`config.mk`:
```
export PLATFORM = sky130hd
export DESIGN_NAME = md5ps_div_cell
export DESIGN_NICKNAME = d
export VERILOG_FILES = /design/src/rtl/md5ps_pkg.sv /design/src/rtl/md5ps_div_cell.sv
export SDC_FILE = /design/constraint.sdc
export NUM_CORES = 1
export LEC_CHECK = 0
export ABC_AREA = 1
export ABC_CLOCK_PERIOD_IN_PS = 6960
export BUFFER_PORTS_ARGS = -buffer_cell sky130_fd_sc_hd__buf_2
export CAP_MARGIN = 20
export CORE_MARGIN = 3
export CORE_UTILIZATION = 49
export DETAILED_ROUTE_END_ITERATION = 8
export GPL_ROUTABILITY_DRIVEN = 0
export PLACE_DENSITY = 0.8
export SYNTH_ARGS = -nofsm -noshare
export SYNTH_HDL_FRONTEND = slang
export SYNTH_SLANG_ARGS = --single-unit
```
`constraint.sdc`:
```
create_clock -name clk -period 6.96 [get_ports clk]
set_clock_uncertainty 0.1 [all_clocks]
set_input_delay 1.392 -clock clk [delete_from_list [all_inputs] [get_ports clk]]
set_output_delay 1.392 -clock clk [all_outputs]
set_load 0.03 [all_outputs]
```
`src/rtl/md5ps_pkg.sv`:
```
// Package for the MD5 password search block: widths, MD5 constant tables,
// the alphabet ROM and the round schedule. No dependencies.
package md5ps_pkg;

  localparam int IDX_W     = 36;
  localparam int DIG_W     = 6;
  localparam int PW_CHARS  = 6;
  localparam int PW_W      = 8 * PW_CHARS;
  localparam int CHUNK_W   = 6;
  localparam int DIV_CELLS = (IDX_W / CHUNK_W) * PW_CHARS;
  localparam int ROUNDS    = 64;
  localparam int TARGETS   = 4;
  localparam int CFG_IDX_W = 4;
  localparam int CFG_W     = 64;

  localparam logic [DIG_W-1:0] CHARSET_SIZE = 6'd62;

  // Register index layout: bits [2:1] pick the target, bit 0 the half.
  localparam logic       REG_AB   = 1'b0;
  localparam logic       REG_CD   = 1'b1;
  localparam logic [CFG_IDX_W-1:0] REG_COUNT = 4'd8;

  localparam logic [31:0] IV_A = 32'h67452301;
  localparam logic [31:0] IV_B = 32'hefcdab89;
  localparam logic [31:0] IV_C = 32'h98badcfe;
  localparam logic [31:0] IV_D = 32'h10325476;

  localparam logic [7:0]  PAD_BYTE = 8'h80;
  localparam logic [31:0] BIT_LEN  = 32'(PW_W);

  localparam logic [31:0] ROUND_K [ROUNDS] = '{
    32'hd76aa478, 32'he8c7b756, 32'h242070db, 32'hc1bdceee,
    32'hf57c0faf, 32'h4787c62a, 32'ha8304613, 32'hfd469501,
    32'h698098d8, 32'h8b44f7af, 32'hffff5bb1, 32'h895cd7be,
    32'h6b901122, 32'hfd987193, 32'ha679438e, 32'h49b40821,
    32'hf61e2562, 32'hc040b340, 32'h265e5a51, 32'he9b6c7aa,
    32'hd62f105d, 32'h02441453, 32'hd8a1e681, 32'he7d3fbc8,
    32'h21e1cde6, 32'hc33707d6, 32'hf4d50d87, 32'h455a14ed,
    32'ha9e3e905, 32'hfcefa3f8, 32'h676f02d9, 32'h8d2a4c8a,
    32'hfffa3942, 32'h8771f681, 32'h6d9d6122, 32'hfde5380c,
    32'ha4beea44, 32'h4bdecfa9, 32'hf6bb4b60, 32'hbebfbc70,
    32'h289b7ec6, 32'heaa127fa, 32'hd4ef3085, 32'h04881d05,
    32'hd9d4d039, 32'he6db99e5, 32'h1fa27cf8, 32'hc4ac5665,
    32'hf4292244, 32'h432aff97, 32'hab9423a7, 32'hfc93a039,
    32'h655b59c3, 32'h8f0ccc92, 32'hffeff47d, 32'h85845dd1,
    32'h6fa87e4f, 32'hfe2ce6e0, 32'ha3014314, 32'h4e0811a1,
    32'hf7537e82, 32'hbd3af235, 32'h2ad7d2bb, 32'heb86d391
  };

  localparam logic [4:0] ROT_AMT [16] = '{
    5'd7, 5'd12, 5'd17, 5'd22, 5'd5, 5'd9, 5'd14, 5'd20,
    5'd4, 5'd11, 5'd16, 5'd23, 5'd6, 5'd10, 5'd15, 5'd21
  };

  function automatic logic [4:0] rot_of(input logic [5:0] i);
    return ROT_AMT[{i[5:4], i[1:0]}];
  endfunction

  // Message word index used by round i.
  function automatic logic [3:0] word_of(input logic [5:0] i);
    logic [7:0] g;
    unique case (i[5:4])
      2'd0:    g = {4'd0, i[3:0]};
      2'd1:    g = 8'(5 * i + 1);
      2'd2:    g = 8'(3 * i + 5);
      default: g = 8'(7 * i);
    endcase
    return g[3:0];
  endfunction

  // Alphabet: a..z, A..Z, 0..9; codes past the end wrap.
  function automatic logic [7:0] alpha_of(input logic [DIG_W-1:0] d);
    logic [DIG_W-1:0] w;
    w = (d >= CHARSET_SIZE) ? d - CHARSET_SIZE : d;
    if (w < 6'd26)      return 8'h61 + 8'(w);
    else if (w < 6'd52) return 8'h41 + 8'(w - 6'd26);
    else                return 8'h30 + 8'(w - 6'd52);
  endfunction

endpackage

```
`src/rtl/md5ps_div_cell.sv`:
```
// One cell of the base-62 digit chain: folds six index bits into the running
// remainder. Depends on md5ps_pkg.
module md5ps_div_cell (
  input  logic                         clk,
  input  logic                         rst,
  input  logic                         en,
  input  logic                         last,
  input  logic                         in_valid,
  input  logic [md5ps_pkg::IDX_W-1:0]  in_num,
  input  logic [md5ps_pkg::IDX_W-1:0]  in_quo,
  input  logic [md5ps_pkg::DIG_W-1:0]  in_rem,
  input  logic [md5ps_pkg::IDX_W-1:0]  in_dig,
  output logic                         out_valid,
  output logic [md5ps_pkg::IDX_W-1:0]  out_num,
  output logic [md5ps_pkg::IDX_W-1:0]  out_quo,
  output logic [md5ps_pkg::DIG_W-1:0]  out_rem,
  output logic [md5ps_pkg::IDX_W-1:0]  out_dig
);
  import md5ps_pkg::*;

  logic [DIG_W:0]     r;
  logic [CHUNK_W-1:0] qbits;
  logic [IDX_W-1:0]   quo_new;

  always_comb begin
    r = {1'b0, in_rem};
    qbits = '0;
    for (int j = 0; j < CHUNK_W; j++) begin
      r = {r[DIG_W-1:0], in_num[IDX_W-1-j]};
      if (r >= {1'b0, CHARSET_SIZE}) begin
        r = r - {1'b0, CHARSET_SIZE};
        qbits[CHUNK_W-1-j] = 1'b1;
      end
    end
    quo_new = {in_quo[IDX_W-CHUNK_W-1:0], qbits};
  end

  always_ff @(posedge clk) begin
    if (rst) begin
      out_valid <= 1'b0;
    end else if (en) begin
      out_valid <= in_valid;
    end
  end

  // On the closing cell of a division the remainder is a digit; restart on
  // the quotient.
  always_ff @(posedge clk) begin
    if (en) begin
      if (last) begin
        out_num <= quo_new;
        out_quo <= '0;
        out_rem <= '0;
        out_dig <= {in_dig[IDX_W-DIG_W-1:0], r[DIG_W-1:0]};
      end else begin
        out_num <= {in_num[IDX_W-CHUNK_W-1:0], {CHUNK_W{1'b0}}};
        out_quo <= quo_new;
        out_rem <= r[DIG_W-1:0];
        out_dig <= in_dig;
      end
    end
  end

endmodule

```
==> results of run 1 <==
[synthesized netlist by cell type (all sizes together), types with 2 or more instances]
| master | instances |
|---|---|
| o21bai | 7 |
| nor3 | 6 |
| clkbuf | 18 |
| edfxtp | 114 |
| a21oi | 5 |
| ha | 6 |
| nand2 | 168 |
| a21boi | 2 |
| xnor2 | 3 |
| inv | 85 |
| xor2 | 3 |
| nor2 | 96 |
| nand3 | 37 |
| o21ai | 68 |
| buf | 2 |
[where the power goes]
| part | switching [mW] | total, mW | internal (mW) | leakage [nW] |
|---|---|---|---|---|
| registers | 0.0155 | 0.862 | 0.846 | 1.11 |
| clock network | 0.301 | 0.823 | 0.522 | 0.267 |
| logic | 0.400 | 0.584 | 0.184 | 2.36 |
[registers in the layout, indices dropped and copies added (netlist names)]
signal,cells
out_dig,36
out_num,36
out_quo,36
out_rem,6
out_valid,1
[stage by stage]
step                instance area [um^2]   util  setup WS, ns  hold slack [ns]  instances
finish                              7910  0.679         0.566            0.397       1027
global route                        7910  0.679       0.00983            0.431       1027
CTS                                 7910  0.678         0.510            0.399       1027
detailed placement                  7340  0.630        0.0761            0.386        995
global placement                    7340  0.630         0.193            0.371        995
floorplan                           5970      -         0.496            0.530        628
[worst reg2reg max path: stages (launching register included)]
cell and delay [ns]:
dfxtp_1 0.31, mux2i_1 0.12, nor2_1 0.05
[path summary, 6_finish.rpt]
check	slack [ns]	depth (start not counted)	from	endpoint
worst max-delay path	0.57	47	in_rem[0]	out_dig[1]
worst min-delay path	0.40	2	out_valid	out_valid
worst max register to register	6.28	2	out_valid	out_valid
worst min register to register	0.40	2	out_valid	out_valid
[logic make-up (layout without fill, tap and decap cells)]
group,Yosys count,after routing,synth area share
and+or+nand+nor,311,311,0.258
DFF,115,115,0.576
buffers and inverters,106,362,0.0670
AOI/OAI and AO/OA,83,83,0.0760
adders and majority gates,6,6,0.0126
xor gates and xnor gates,6,6,0.00880
muxes,1,1,0.00168
[layer usage]
layer / share of wire / wire [um] / up-vias / track usage
met5: 0 / 0 / - / 0
met4: 0.027 / 423 / 0 / 0.102
met3: 0.080 / 1260 / 31 / 0.0751
met2: 0.51 / 8010 / 180 / 0.395
met1: 0.38 / 5940 / 2312 / 0.262
li1: - / - / 2548 / -
[cell type report]
cell class	instances	area, um^2	share of cell area
Clock buffer	18	429	0.0542
Clock inverter	14	139	0.0175
Inverter	86	323	0.0408
Multi-Input combinational cell	407	2130	0.270
Sequential cell	115	3440	0.435
Tap cell	143	179	0.0226
Timing Repair Buffer	244	1270	0.160
[what timing repair did]
action                     in CTS  in global routing
setup endpoints to repair       0                  8
hold endpoints to repair        0                  0
gates resized for setup         0                  1
==> flow_summary.ini, run 1 <==
[clock_tree]
hold_buffers = 0
clock_latency_ns = 0.41
cts_made_buffers = 17
cts_tree = yes
cts_sinks = 115
root_buffer = clkbuf_16
htree_levels = 4
cts_setup_buffers = 0
cts_buffer_depth = 2
cts.clk_slew.worst_paths_ns = 0.06

[global_route]
grt_antenna_before_repair = 0
grt_max_degree = 79
grt_use_total = 0.230
grt_first_pass_wirelength_mm = 23.5
grt-ovfl-total = 0
grt_pass1_vias = 4732

[synth]
yosysSeqAreaShare = 0.576
avgSynthCellArea_um2 = 9.51
yosys_warnings = 0
ys.flop_type = edfxtp_1
synth_edf_count = 114
ys_ff_latch = 115
synthCells = 628
yosys.area.top_type = edfxtp_1
ys_types = 35
synth_area_leaders = edfxtp_1 (57%), nand2_1 (8.5%), inv_1 (5.0%), o21ai_0 (4.9%), nor2_1 (4.6%)
synth.top_cell.area_share = 0.573
synthArstFlopShare = 0
synth_nets = 753
synth_area_um2 = 5970

[critical_path]
worstPathMaxFanout = 8
crit_arrival_ns = 6.45
cp_slowest_stage_delay_ns = 0.24
crit_path_frequent_cell = nand2_2
cpMaxStageDelayCell = ha_1
end_kind = register
critical_path_required_ns = 7.02
startpoint_type = input port
crit_type = in -> reg
path_buf_inv = 3
cpLargestDelayFamily = simple AND/OR/NAND/NOR gates

[finish]
syn_to_final_growth_pct = 32.5
layout-drive-gt1-share = 0.397
insertedDiodeCount = 0
final_common_cell = buf_2
nFillCells = 942
nets = 996
final_cell_mix = buf_2 (226), nand2_1 (136), edfxtp_1 (114)

[outcome]
status = finished clean

[detailed_routing]
drc_errors = 0
vias_per_cell = 4.94
wirelength_mm = 15.6
num_vias = 5071
wl_per_cell_um = 15.2
initialDrtViolationCount = 420
postRouteAntennaNets = 0
dr.pass1.iters = 5

[timing]
drv_slew = 0
tns_ns = 0
worstMarginPinSlew_ns = 0.808
finalSetupViolations = 0
rsz0062_at_grt = no
relSlewSlack = 0.461
finalCritPeriodShare = 0.919
finalCriticalPeriod_ns = 6.39
hold_viol = 0
fmax_mhz = 156

[place]
port_buffers = 227
dpl.hpwl_mm = 11.6

[floorplan]
row_count = 39
core_area_um2 = 11700
dieWidth_um = 116
dieHeight_um = 116
ios = 234
dieArea_um2 = 13600
initial_core_util = 0.512

[hold_path]
hp-class = reg -> reg

[power_and_ir_drop]
p_total_mw = 2.27
leakage_nw = 3.74
power_density_nw_per_um2 = 287
vdd_drop_max_uv = 127

[job]
maxCapViolCount = 0
(Power assumes the default switching activity.)
==> run 2, diff against run 1 <==
--- a/config.mk
+++ b/config.mk
@@ -6,7 +6,7 @@
 export NUM_CORES = 1
 export LEC_CHECK = 0
 export ABC_AREA = 1
-export ABC_CLOCK_PERIOD_IN_PS = 6960
+export ABC_CLOCK_PERIOD_IN_PS = 7000
 export BUFFER_PORTS_ARGS = -buffer_cell sky130_fd_sc_hd__buf_2
 export CAP_MARGIN = 20
 export CORE_MARGIN = 3
==> constraint.sdc (replaced) <==
create_clock -name clk -period 7 [get_ports clk]
set_clock_uncertainty 0.1 [all_clocks]
set_input_delay 1.4 -clock clk [delete_from_list [all_inputs] [get_ports clk]]
set_output_delay 1.4 -clock clk [all_outputs]
set_load 0.03 [all_outputs]
==> flow_summary.ini, run 2 (synthesized netlist as in run 1, its figures left out) <==
[timing]
finalSetupViolations = 0
finalCritPeriodShare = 0.927
fin_ws_ns = 0.511
fmax_mhz = 154
worstMarginPinSlew_ns = 0.802
drv_slew = 0
finalCriticalPeriod_ns = 6.49
relSlewSlack = 0.465
hold_viol = 0
tns_ns = 0

[power_and_ir_drop]
p_comb_frac = 0.255
leakage_nw = 3.75
p_total_mw = 2.29
seq_power_share = 0.375
internal-power_mw = 1.58
pwr-share-clk = 0.370
vdd_drop_max_uv = 147
power.switching_mw = 0.714
swShare = 0.312
power_density_nw_per_um2 = 288

[critical_path]
worstPathMaxFanout = 6
critical_path_required_ns = 7.06
end_kind = register
crit_type = in -> reg
startpoint_type = input port
crit_arrival_ns = 6.55
cpMaxStageDelayCell = ha_1
crit_path_frequent_cell = nand2_2
cp_slowest_stage_delay_ns = 0.25

[finish]
final_common_cell = buf_2
fin_area_um2 = 7940
final_cell_mix = buf_2 (226), nand2_1 (136), edfxtp_1 (114)
syn_to_final_growth_pct = 32.9
nFillCells = 876
seqCellArea_um2 = 3440
nets = 996
multiInputGateArea_um2 = 2150
layout-drive-gt1-share = 0.397
reg.largest.list = out_dig: 36 flops, out_num: 36 flops, out_quo: 36 flops

[global_route]
grt_antenna_before_repair = 1
grt_max_degree = 79
grt_first_pass_wirelength_mm = 23.6
grt-ovfl-total = 0
grt_use_total = 0.228
grt_pass1_vias = 4905

[clock_tree]
cts_tree = yes
htree_levels = 4
clock_latency_ns = 0.40
cts_buffer_depth = 2
cts_sinks = 115
cts.clk_slew.worst_paths_ns = 0.05
root_buffer = clkbuf_16
cts_made_buffers = 17

[place]
dp_slack_ns = 0.0731
dpl.hpwl_mm = 11.6
port_buffers = 227
placed_cell_area_um2 = 7320

[detailed_routing]
wl_per_cell_um = 15.5
wirelength_mm = 15.9
initialDrtViolationCount = 436
vias_per_cell = 5.00
num_vias = 5125
postRouteAntennaNets = 0
dr.pass1.iters = 5
drc_errors = 0

[outcome]
status = finished clean

[floorplan]
ios = 234
initial_core_util = 0.512
dieArea_um2 = 13600
row_count = 39
core_area_um2 = 11700
dieWidth_um = 116
dieHeight_um = 116

[job]
maxCapViolCount = 0

[hold_path]
hp-class = reg -> reg
[run 2: cell types whose count changed in the layout (fill, tap and decap cells not counted), moves of 2 or more]
cell	change
nand3_1	-2
nand3_2	+2
clkinvlp_4	-2
clkbuf_1	+2
[run 2: cell type report]
class | count | area share
antenna | 1 | 0.000315
clock buffer | 20 | 0.0550
clock inverter | 10 | 0.0172
inverter | 86 | 0.0406
multi-input combinational | 407 | 0.271
sequential | 115 | 0.434
tap | 143 | 0.0225
timing repair buffer | 244 | 0.159
[run 2: what timing repair did]
| item | in CTS | in global routing |
|---|---|---|
| setup buffers | 0 | 3 |
| hold buffers | 0 | 0 |
| resized for setup | 0 | 5 |
| setup endpoints to repair | 0 | 8 |
[run 2: routing by layer]
layer / vias up / track usage / routed length, um
met5: - / 0 / 0
met4: 0 / 0.0982 / 383
met3: 35 / 0.0658 / 1360
met2: 204 / 0.406 / 8310
met1: 2342 / 0.255 / 5890
li1: 2544 / - / -
[run 2: critical path, delay by kind of cell]
kind	cells	cell delay [ns]
AO/OA/AOI/OAI	2	0.24
adder cells (fa/ha/maj)	6	1.15
buffers and inverters	4	0.37
AND/OR/NAND/NOR	36	3.37
[run 2: power by group through the flow]
stage               sequential (mW)  clock (mW)  combinational [mW]
floorplan                      1.01           0               0.251
global placement              0.868           0               0.567
detailed placement            0.871           0               0.576
CTS                           0.859       0.856               0.582
global route                  0.865       0.882               0.641
finish                        0.858       0.847               0.585
[run 2: worst paths after layout]
path	slack, ns	cells past startpoint	start	end
setup / recovery	0.51	48	in_rem[0]	out_dig[1]
hold / removal	0.43	2	out_valid	out_valid
setup reg to reg	6.29	2	out_valid	out_valid
hold reg to reg	0.43	2	out_valid	out_valid
[run 2: through the flow]
step           hold slack [ns]  utilization  instances
2_1_floorplan            0.530            -        628
3_3_place_gp             0.371        0.628        992
3_5_place_dp             0.389        0.628        992
4_1_cts                  0.424        0.677       1022
5_1_grt                  0.479        0.681       1026
6_report                 0.426        0.681       1026
