===== config.mk =====
export PLATFORM = sky130hd
export DESIGN_NAME = md5ps_round_cell
export DESIGN_NICKNAME = d
export VERILOG_FILES = /design/src/rtl/md5ps_pkg.sv /design/src/rtl/md5ps_round_cell.sv
export SDC_FILE = /design/constraint.sdc
export NUM_CORES = 1
export LEC_CHECK = 0
export BUFFER_PORTS_ARGS = -buffer_cell sky130_fd_sc_hd__buf_2
export CAP_MARGIN = 10
export CORE_MARGIN = 4
export CORE_UTILIZATION = 30
export DETAILED_ROUTE_END_ITERATION = 10
export PLACE_DENSITY = 0.49
export SLEW_MARGIN = 20
export SYNTH_ARGS = -nofsm -noshare
export SYNTH_HDL_FRONTEND = slang
export SYNTH_SLANG_ARGS = --single-unit

===== constraint.sdc =====
create_clock -name clk -period 29 [get_ports clk]
set_input_delay 7.25 -clock clk [delete_from_list [all_inputs] [get_ports clk]]
set_output_delay 7.25 -clock clk [all_outputs]
set_load 0.01 [all_outputs]

===== src/rtl/md5ps_pkg.sv =====
// Package for the MD5 password search block: widths, MD5 constant tables,
// the alphabet ROM and the round schedule. No dependencies.
package md5ps_pkg;

  localparam int IDX_W     = 36;
  localparam int DIG_W     = 6;
  localparam int PW_CHARS  = 6;
  localparam int PW_W      = 8 * PW_CHARS;
  localparam int CHUNK_W   = 6;
  localparam int DIV_CELLS = (IDX_W / CHUNK_W) * PW_CHARS;
  localparam int ROUNDS    = 64;
  localparam int TARGETS   = 4;
  localparam int CFG_IDX_W = 4;
  localparam int CFG_W     = 64;

  localparam logic [DIG_W-1:0] CHARSET_SIZE = 6'd62;

  // Register index layout: bits [2:1] pick the target, bit 0 the half.
  localparam logic       REG_AB   = 1'b0;
  localparam logic       REG_CD   = 1'b1;
  localparam logic [CFG_IDX_W-1:0] REG_COUNT = 4'd8;

  localparam logic [31:0] IV_A = 32'h67452301;
  localparam logic [31:0] IV_B = 32'hefcdab89;
  localparam logic [31:0] IV_C = 32'h98badcfe;
  localparam logic [31:0] IV_D = 32'h10325476;

  localparam logic [7:0]  PAD_BYTE = 8'h80;
  localparam logic [31:0] BIT_LEN  = 32'(PW_W);

  localparam logic [31:0] ROUND_K [ROUNDS] = '{
    32'hd76aa478, 32'he8c7b756, 32'h242070db, 32'hc1bdceee,
    32'hf57c0faf, 32'h4787c62a, 32'ha8304613, 32'hfd469501,
    32'h698098d8, 32'h8b44f7af, 32'hffff5bb1, 32'h895cd7be,
    32'h6b901122, 32'hfd987193, 32'ha679438e, 32'h49b40821,
    32'hf61e2562, 32'hc040b340, 32'h265e5a51, 32'he9b6c7aa,
    32'hd62f105d, 32'h02441453, 32'hd8a1e681, 32'he7d3fbc8,
    32'h21e1cde6, 32'hc33707d6, 32'hf4d50d87, 32'h455a14ed,
    32'ha9e3e905, 32'hfcefa3f8, 32'h676f02d9, 32'h8d2a4c8a,
    32'hfffa3942, 32'h8771f681, 32'h6d9d6122, 32'hfde5380c,
    32'ha4beea44, 32'h4bdecfa9, 32'hf6bb4b60, 32'hbebfbc70,
    32'h289b7ec6, 32'heaa127fa, 32'hd4ef3085, 32'h04881d05,
    32'hd9d4d039, 32'he6db99e5, 32'h1fa27cf8, 32'hc4ac5665,
    32'hf4292244, 32'h432aff97, 32'hab9423a7, 32'hfc93a039,
    32'h655b59c3, 32'h8f0ccc92, 32'hffeff47d, 32'h85845dd1,
    32'h6fa87e4f, 32'hfe2ce6e0, 32'ha3014314, 32'h4e0811a1,
    32'hf7537e82, 32'hbd3af235, 32'h2ad7d2bb, 32'heb86d391
  };

  localparam logic [4:0] ROT_AMT [16] = '{
    5'd7, 5'd12, 5'd17, 5'd22, 5'd5, 5'd9, 5'd14, 5'd20,
    5'd4, 5'd11, 5'd16, 5'd23, 5'd6, 5'd10, 5'd15, 5'd21
  };

  function automatic logic [4:0] rot_of(input logic [5:0] i);
    return ROT_AMT[{i[5:4], i[1:0]}];
  endfunction

  // Message word index used by round i.
  function automatic logic [3:0] word_of(input logic [5:0] i);
    logic [7:0] g;
    unique case (i[5:4])
      2'd0:    g = {4'd0, i[3:0]};
      2'd1:    g = 8'(5 * i + 1);
      2'd2:    g = 8'(3 * i + 5);
      default: g = 8'(7 * i);
    endcase
    return g[3:0];
  endfunction

  // Alphabet: a..z, A..Z, 0..9; codes past the end wrap.
  function automatic logic [7:0] alpha_of(input logic [DIG_W-1:0] d);
    logic [DIG_W-1:0] w;
    w = (d >= CHARSET_SIZE) ? d - CHARSET_SIZE : d;
    if (w < 6'd26)      return 8'h61 + 8'(w);
    else if (w < 6'd52) return 8'h41 + 8'(w - 6'd26);
    else                return 8'h30 + 8'(w - 6'd52);
  endfunction

endpackage


===== src/rtl/md5ps_round_cell.sv =====
// One MD5 round as a registered cell of the round chain. Depends on
// md5ps_pkg for the round constants and schedule.
module md5ps_round_cell (
  input  logic                        clk,
  input  logic                        rst,
  input  logic                        en,
  input  logic [5:0]                  round,
  input  logic                        in_valid,
  input  logic [31:0]                 in_a,
  input  logic [31:0]                 in_b,
  input  logic [31:0]                 in_c,
  input  logic [31:0]                 in_d,
  input  logic [md5ps_pkg::PW_W-1:0]  in_pw,
  output logic                        out_valid,
  output logic [31:0]                 out_a,
  output logic [31:0]                 out_b,
  output logic [31:0]                 out_c,
  output logic [31:0]                 out_d,
  output logic [md5ps_pkg::PW_W-1:0]  out_pw
);
  import md5ps_pkg::*;

  logic [31:0] f;
  logic [31:0] m;
  logic [31:0] sum;
  logic [63:0] rot;
  logic [3:0]  g;

  always_comb begin
    unique case (round[5:4])
      2'd0:    f = (in_b & in_c) | (~in_b & in_d);
      2'd1:    f = (in_d & in_b) | (~in_d & in_c);
      2'd2:    f = in_b ^ in_c ^ in_d;
      default: f = in_c ^ (in_b | ~in_d);
    endcase
    g = word_of(round);
    // Only three message words are non-zero for a six-character block.
    case (g)
      4'd0:    m = in_pw[31:0];
      4'd1:    m = {8'h00, PAD_BYTE, in_pw[PW_W-1:32]};
      4'd14:   m = BIT_LEN;
      default: m = '0;
    endcase
    sum = in_a + f + ROUND_K[round] + m;
    rot = {sum, sum} << rot_of(round);
  end

  always_ff @(posedge clk) begin
    if (rst) begin
      out_valid <= 1'b0;
    end else if (en) begin
      out_valid <= in_valid;
    end
  end

  always_ff @(posedge clk) begin
    if (en) begin
      out_a  <= in_d;
      out_b  <= in_b + rot[63:32];
      out_c  <= in_b;
      out_d  <= in_c;
      out_pw <= in_pw;
    end
  end

endmodule


==> results.cfg, run 1 <==
[outcome]
status = completed

[global_route]
track_usage = 0.231
gr-usage-met1 = 0.307
grt_pass1_wl_mm = 111
grt_pass1_vias = 17175
antenna_found_initial = 5
met2_usage = 0.388
grt-ovfl-total = 0
met3_usage = 0.0373
grt_busiest_layer = met2
grt_max_degree = 111

[critical_path]
slowest_stage = ha_1
reg2regPathDepth = 2
path_class = in -> reg
r2r-start = out_valid
reg2reg_slack_ps = 28400
worst_path_most_repeated_cell = fa_1
cp.arrival_ps = 18910
critPathCaptureType = register
cp_slowest_stage_delay_ps = 740
worstPathRequired_ps = 29220
worstPathMaxFanout = 33
start_kind = input port
r2r_end = out_valid

[hold_path]
hold_path.startpoint = out_valid
hold_class = reg -> reg
hold_end = out_valid
hold_depth = 2

[clock_tree]
clkSlewWorstSetupHoldPaths_ps = 70
cts.htree.levels = 4
clkSinkCount = 177
clk_root_buffer_cell = clkbuf_16
cts_buffers = 17
cts_setup_buffers = 0
clock_path_buffers = 2
ctsHoldBuffers = 0
cts_resized = 0
cts_tree = done
worstSkewPairLatency_ps = 460

[routing]
via_per_inst = 5.65
antenna_left = 0
dr_total_vias = 17647
finalWirelength_mm = 75.7
initialDrtViolationCount = 1677
drt_pass1_iterations = 6
post_drt_wl_per_cell_um = 24.2
drc = 0

[sta]
finalCritPeriodShare = 0.645
tns_ps = 0
whs_ps = 524
drv_slew = 0
skew_ps = 0
tightest_slew_ps = 1040
setup_viol = 0
fin_crit_ps = 18690
relSlewSlack = 0.299
hold_viol = 0
rsz0062_at_grt = no
clock.fmax_mhz = 53.5

[pwr]
leakagePower_uw = 0.00879
peakVddDrop_mv = 0.0531
power_density_nw_per_um2 = 86.5
power_uw = 1810

[finish]
fillers = 6092
area_growth_pct = 17.5
seq_area_um2 = 5310
mostFrequentLayoutCell = buf_2
mostFrequentLayoutCells = buf_2, nand2_1, o21ai_0
drive_gt1_frac = 0.213
layout.nets = 2684
multi_input_area_um2 = 11600
final_area_um2 = 21000
final_cells = 3125

[die]
fp.dieW_um = 252
num_rows = 89
initial_core_util = 0.303
die_area_um2 = 63500
io_pins = 363
core_area_um2 = 58900
die_h_um = 252

[placement]
portBuffers = 362
routabilityCongestion = 0.974
dp.final_hpwl_mm = 59.7
placed_area_um2 = 20400
dp_cells = 3093

[yosys]
syn_nets = 2398
synth.avg_cell_area_um2 = 8.69
netlist_area_um2 = 17800
yosysSeqAreaShare = 0.297
synth_ff_type = edfxtp_1
ys_warn_count = 0
synth_cell_type_count = 82
syn_inst = 2053
synth-edff-count = 176
ys_seq_elements = 177
postSynth.asyncResetShare = 0

[job]
maxCapViolCount = 0
[through the flow]
| stage | util | setup slack, ps |
|---|---|---|
| after floorplan | - | 11600 |
| after global placement | 0.346 | 10170 |
| after detailed placement | 0.346 | 9960 |
| after CTS | 0.356 | 10460 |
| after global routing | 0.356 | 9520 |
| final | 0.356 | 10310 |
[layout make-up]
class                      count  area share
timing repair buffer         390      0.0971
tap                          773      0.0461
sequential                   177       0.253
inverter                     120      0.0215
clock buffer                  18      0.0205
antenna                        1    0.000119
multi-input combinational   1633       0.554
clock inverter                13     0.00734
[synthesized netlist by cell type, types with 17 or more instances]
cell type    n  share of area
or2_2       40          0.014
nand3_1     40          0.011
a221oi_1    17         0.0083
a21o_1      38          0.016
nor3_1      44          0.012
a21oi_1    166          0.047
buf_1       25         0.0053
mux2i_1     61          0.034
a31oi_1     36          0.013
inv_1      116          0.024
a211oi_1    53          0.022
o21ai_0    189          0.053
ha_1        91          0.064
nand2_1    215          0.045
nand2b_1    23         0.0081
o211ai_1    55          0.023
nor2_1     151          0.032
xnor2_1     67          0.033
xor2_1      23          0.011
clkbuf_1    81          0.017
edfxtp_1   176           0.30
fa_1        68          0.076
[critical path: cells and delay by family]
family	cells	cell delay, ps
adders and majority gates	7	3390
xor gates and xnor gates	3	720
AOI/OAI and AO/OA	15	3510
buffers and inverters	4	770
and+or+nand+nor	9	3210
[per-layer routing]
layer	part of all wire	vias up	wire (µm)
li1	-	8147	-
met1	0.44	8664	33000
met2	0.47	716	35800
met3	0.061	116	4650
met4	0.028	4	2150
met5	0.00024	-	18
[logic make-up (layout without fill, tap and decap cells)]
kind of cell             Yosys count  in the layout  share of synthesized area
multiplexers                      82             82                     0.0538
AND/OR/NAND/NOR                  586            586                      0.151
other                              0              1                          0
XOR/XNOR                          93             93                     0.0473
buffers and inverters            243            541                     0.0533
flip-flops                       177            177                      0.297
AO/OA/AOI/OAI                    713            713                      0.257
adder cells (fa/ha/maj)          159            159                      0.140
[state kept, by name, indices dropped and copies added, names as in the netlist]
register / flops
out_valid: 1
out_d: 32
out_c: 32
out_pw: 48
out_b: 32
out_a: 32
[report_power, final]
group / switching, µW / internal (µW) / total, µW
logic: 746 / 473 / 1220
clock network: 104 / 128 / 232
registers: 10.3 / 352 / 363
total: 861 / 953 / 1810
[worst max path at each step]
stage / start / end / slack, ps / depth (start not counted)
CTS: round[0] / out_b[30] / 10460 / 38
global placement: round[0] / out_b[30] / 10170 / 38
global route: round[0] / out_b[30] / 9520 / 38
floorplan: round[2] / out_b[30] / 11600 / 40
finish: round[0] / out_b[30] / 10310 / 38
detailed placement: round[0] / out_b[30] / 9960 / 38
Power figures use the tool's default switching activity.
==> inputs of run 2 (changes only) <==
--- a/config.mk
+++ b/config.mk
@@ -10,7 +10,7 @@
 export CORE_MARGIN = 4
 export CORE_UTILIZATION = 30
 export DETAILED_ROUTE_END_ITERATION = 10
-export PLACE_DENSITY = 0.49
+export PLACE_DENSITY = 0.51
 export SLEW_MARGIN = 20
 export SYNTH_ARGS = -nofsm -noshare
 export SYNTH_HDL_FRONTEND = slang
==> constraint.sdc (replaced) <==
create_clock -name clk -period 16.5 [get_ports clk]
set_input_delay 4.125 -clock clk [delete_from_list [all_inputs] [get_ports clk]]
set_output_delay 4.125 -clock clk [all_outputs]
set_load 0.01 [all_outputs]
==> run 2 against run 1 <==
Effect of this change:
- sequential power grew 76%
- cell count grew 0.29%
- non-clock buffer count grew 7
- first-iteration DRC count grew 20%
- core utilization grew 0.081 points
- routed wire length grew 0.42%
- critical path depth is the same
- clock-buffer cell count shrank 1
- setup slack lost 8500 ps
- hold slack lost 31 ps
- sequential share of layout area shrank 0.057 points
- largest power group unchanged
==> results.cfg, run 2 (synthesis gave the netlist of run 1 again) <==
[clock_tree]
cts.htree.levels = 4
cts_tree = done
clock_path_buffers = 2
ctsHoldBuffers = 0
cts_setup_buffers = 0
cts_buffers = 17
clkSlewWorstSetupHoldPaths_ps = 70
cts_resized = 0
clk_root_buffer_cell = clkbuf_16
clkSinkCount = 177
worstSkewPairLatency_ps = 470

[critical_path]
reg2regPathDepth = 2
worst_path_most_repeated_cell = fa_1
cp_slowest_stage_delay_ps = 680
start_kind = input port
r2r_end = out_valid
critPathCaptureType = register
slowest_stage = or4_4
path_class = in -> reg
r2r-start = out_valid
worstPathMaxFanout = 19
worstPathRequired_ps = 16710
reg2reg_slack_ps = 15920
cp.arrival_ps = 14890

[hold_path]
hold_depth = 2
hold_end = out_valid
hold_path.startpoint = out_valid
hold_class = reg -> reg

[sta]
setup_viol = 0
rsz0062_at_grt = no
drv_slew = 0
relSlewSlack = 0.310
whs_ps = 492
skew_ps = 0
finalCritPeriodShare = 0.890
clock.fmax_mhz = 68.1
tightest_slew_ps = 1020
fin_crit_ps = 14680
hold_viol = 0
tns_ps = 0

[global_route]
track_usage = 0.231
grt_max_degree = 110
grt_pass1_wl_mm = 112
grt_pass1_vias = 17294
grt-ovfl-total = 0
antenna_found_initial = 7

[finish]
area_growth_pct = 17.7
mostFrequentLayoutCells = buf_2, nand2_1, o21ai_0
layout.nets = 2691
drive_gt1_frac = 0.216
largest-register = out_pw
largest_reg_flops = 48
mostFrequentLayoutCell = buf_2
final_area_um2 = 21000
final_util = 0.357

[die]
initial_core_util = 0.303
io_pins = 363
fp.dieW_um = 252
die_area_um2 = 63500
num_rows = 89
core_area_um2 = 58900
die_h_um = 252

[placement]
dp.final_hpwl_mm = 60.4
routabilityCongestion = 0.976
portBuffers = 362
placed_area_um2 = 20400

[routing]
via_per_inst = 5.70
dr_total_vias = 17850
drc = 0
initialDrtViolationCount = 2007
post_drt_wl_per_cell_um = 24.2
drt_pass1_iterations = 6
finalWirelength_mm = 76.0
antenna_left = 0

[pwr]
leakagePower_uw = 0.00883
peakVddDrop_mv = 0.0974
power_density_nw_per_um2 = 152

[job]
maxCapViolCount = 0

[outcome]
status = completed
run 2: cell types whose count changed in the layout (fill, tap and decap cells not counted), sizes merged:
cell and delta:
inv +5, buf +7, diode +1, clkinv -2, clkbuf -1, bufinv -1
run 2: where the power goes:
part | switching [µW] | internal [µW] | total, µW
registers | 18.9 | 619 | 638
logic | 1310 | 835 | 2140
clock network | 196 | 212 | 408
total | 1520 | 1670 | 3190
run 2: metrics by stage:
step,std cells,setup WS [ps],power [µW]
finish,3134,1820,3190
global route,3132,1240,3440
CTS,3132,1880,3190
detailed placement,3100,1390,2770
global placement,3100,1510,2750
floorplan,2053,2230,2130
run 2: worst max-delay path by stage:
stage	start	to	slack [ps]
3_5_place_dp	round[1]	out_b[30]	1390
2_1_floorplan	round[2]	out_b[30]	2230
4_1_cts	round[1]	out_b[30]	1880
3_3_place_gp	round[1]	out_b[30]	1510
6_report	round[1]	out_b[30]	1820
5_1_grt	round[1]	out_b[31]	1240
run 2: per-layer routing:
metal,GRT usage,part of all wire,vias up
li1,-,-,8171
met1,0.308,0.43,8770
met2,0.387,0.47,771
met3,0.0373,0.070,132
met4,0.0735,0.033,6
met5,0,0.00054,-
run 2: area by class of cell:
cell class / count / area [µm²]
antenna: 2 / 5.00
clock buffer: 17 / 425
clock inverter: 15 / 150
fill: 6090 / 37900
inverter: 120 / 450
multi-input combinational: 1633 / 11600
sequential: 177 / 5310
tap: 773 / 967
timing repair buffer: 397 / 2090
run 2: critical path: cells and delay by family:
kind | cells | cell delay (ps)
compound gates | 15 | 3430
buf+inv | 4 | 880
xor+xnor | 3 | 700
simple gates | 9 | 2830
fa+ha+maj | 7 | 2900
==> inputs of run 3 (changes only) <==
--- a/config.mk
+++ b/config.mk
@@ -5,12 +5,14 @@
 export SDC_FILE = /design/constraint.sdc
 export NUM_CORES = 1
 export LEC_CHECK = 0
+export ABC_AREA = 1
 export BUFFER_PORTS_ARGS = -buffer_cell sky130_fd_sc_hd__buf_2
 export CAP_MARGIN = 10
 export CORE_MARGIN = 4
 export CORE_UTILIZATION = 30
 export DETAILED_ROUTE_END_ITERATION = 10
 export PLACE_DENSITY = 0.51
+export REMOVE_ABC_BUFFERS = 1
 export SLEW_MARGIN = 20
 export SYNTH_ARGS = -nofsm -noshare
 export SYNTH_HDL_FRONTEND = slang
==> run 3 against run 2 <==
Effect of this change:
- register-to-register slack got worse by 30 ps
- cell count is 9.8% higher
- largest power group unchanged
- critical path depth grew 7
- core utilization grew 0.11 points
- combinational power shrank 14%
- first-iteration DRC count decreased by 18%
- power decreased by 11%
- area after synthesis down 1.2%
- hold slack gained 30 ps
==> results.cfg, run 3 <==
[finish]
drive_gt1_frac = 0.185
largest-register = out_pw
area_growth_pct = 17.5
mostFrequentLayoutCells = nand2_1, buf_2, nand3_1
largest_reg_flops = 48
mostFrequentLayoutCell = nand2_1
fillers = 6219
layout.nets = 3009

[placement]
dp.final_hpwl_mm = 64.3
routabilityCongestion = 0.999
portBuffers = 362

[clock_tree]
clkSinkCount = 177
cts_buffers = 17
worstSkewPairLatency_ps = 470
cts_resized = 0
clkSlewWorstSetupHoldPaths_ps = 70
cts_tree = done
cts.htree.levels = 4
clk_root_buffer_cell = clkbuf_16
cts_setup_buffers = 0
ctsHoldBuffers = 0
clock_path_buffers = 2

[sta]
setup_viol = 0
relSlewSlack = 0.274
tightest_slew_ps = 1090
clock.fmax_mhz = 76.0
fin_crit_ps = 13160
hold_viol = 0
whs_ps = 523
drv_slew = 0
finalCritPeriodShare = 0.798
skew_ps = 0
rsz0062_at_grt = no
tns_ps = 0

[yosys]
postSynth.asyncResetShare = 0
syn_inst = 2347
synth.avg_cell_area_um2 = 7.52
yosysTopAreaCell = edfxtp_1
synth.most_common_cell = nand2_1
synth_cell_type_count = 64
synth-edff-count = 176
netlist_area_um2 = 17600
ys_warn_count = 0
ys_seq_elements = 177
synth_ff_type = edfxtp_1
synth_top_area_share = 0.300
yosysSeqAreaShare = 0.301
synthTopCellsByCount = nand2_1, nand3_1, inv_1
synth.area.top_cells = edfxtp_1, nand2_1, nand3_1

[die]
initial_core_util = 0.305
die_area_um2 = 62700
core_area_um2 = 57900
die_h_um = 250
io_pins = 363
num_rows = 88
fp.dieW_um = 250

[global_route]
met3_usage = 0.0383
grt_pass1_wl_mm = 117
grt_busiest_layer = met2
antenna_found_initial = 4
grt_max_degree = 115
grt-ovfl-total = 0
met2_usage = 0.409
gr-usage-met1 = 0.321
grt_pass1_vias = 18498
track_usage = 0.247

[routing]
via_per_inst = 5.42
post_drt_wl_per_cell_um = 23.2
antenna_left = 0
drt_pass1_iterations = 5
finalWirelength_mm = 80.0
dr_total_vias = 18641
initialDrtViolationCount = 1640
drc = 0

[critical_path]
worst_path_most_repeated_cell = nand2_1
worstPathRequired_ps = 16720
path_class = in -> reg
crit_buf_inv = 6
cp.arrival_ps = 13390
critPathTopFamily = compound AO/OA/AOI/OAI gates
worstPathMaxFanout = 20
critPathCaptureType = register
slowest_stage = inv_1
cp_slowest_stage_delay_ps = 750
start_kind = input port

[outcome]
status = completed

[hold_path]
hold_class = reg -> reg

[pwr]
power_density_nw_per_um2 = 138
peakVddDrop_mv = 0.111
leakagePower_uw = 0.00951

[job]
maxCapViolCount = 0
## run 3: cell count changes after synthesis, sizes merged, moves of 32 or more
cell    delta
mux2i     -60
inv      +161
nand2    +288
nand3    +247
nor2      +46
o211ai    -34
xnor2     -34
a21o      -32
clkbuf    -32
a211oi    -43
## run 3: power breakdown
group	switching, µW	internal (µW)
Sequential	17.5	600
Clock	188	193
Combinational	1250	600
Total	1460	1390
## run 3: layout make-up
class	instances	area (µm²)	area share
clock inverters	14	109	0.00525
inverters	279	1060	0.0510
diodes	1	2.50	0.000121
repair buffers	383	1980	0.0954
multi-input cells	1806	10900	0.525
flip-flops and latches	177	5310	0.256
well taps	765	957	0.0462
clock buffers	17	425	0.0205
## run 3: worst paths after layout
path / start / to / slack (ps) / cells after the start
setup / recovery: round[1] / out_b[26] / 3340 / 45
hold / removal: out_valid / out_valid / 520 / 2
setup reg to reg: out_valid / out_valid / 15890 / 2
hold reg to reg: out_valid / out_valid / 520 / 2
## run 3: metal layers
metal,part of all wire,up-vias
met5,0.00053,-
met4,0.042,6
met3,0.058,146
met2,0.47,737
met1,0.43,9036
li1,-,8716
## run 3: through the flow
stage | worst slack [ps] | utilization | cells | power [µW] | cell area (µm²)
3_3_place_gp | 2940 | 0.348 | 3410 | 2460 | 20200
3_5_place_dp | 2880 | 0.349 | 3410 | 2460 | 20200
6_report | 3340 | 0.358 | 3442 | 2850 | 20700
5_1_grt | 2580 | 0.358 | 3442 | 3090 | 20700
4_1_cts | 3390 | 0.358 | 3441 | 2850 | 20700
2_1_floorplan | 4850 | - | 2262 | 1830 | 17200
## run 3: kinds of logic after synthesis
logic type | synth area share
AO/OA/AOI/OAI | 0.172
multiplexers | 0.000567
AND/OR/NAND/NOR | 0.269
adder cells (fa/ha/maj) | 0.142
buffers and inverters | 0.0832
XOR/XNOR | 0.0328
flip-flops | 0.301
## run 3: tightest hold or removal path: cells and delay by family, from the launching register on
| family | cells | cell delay [ps] |
|---|---|---|
| mux | 1 | 80 |
| simple gates | 1 | 80 |
| flops | 1 | 340 |
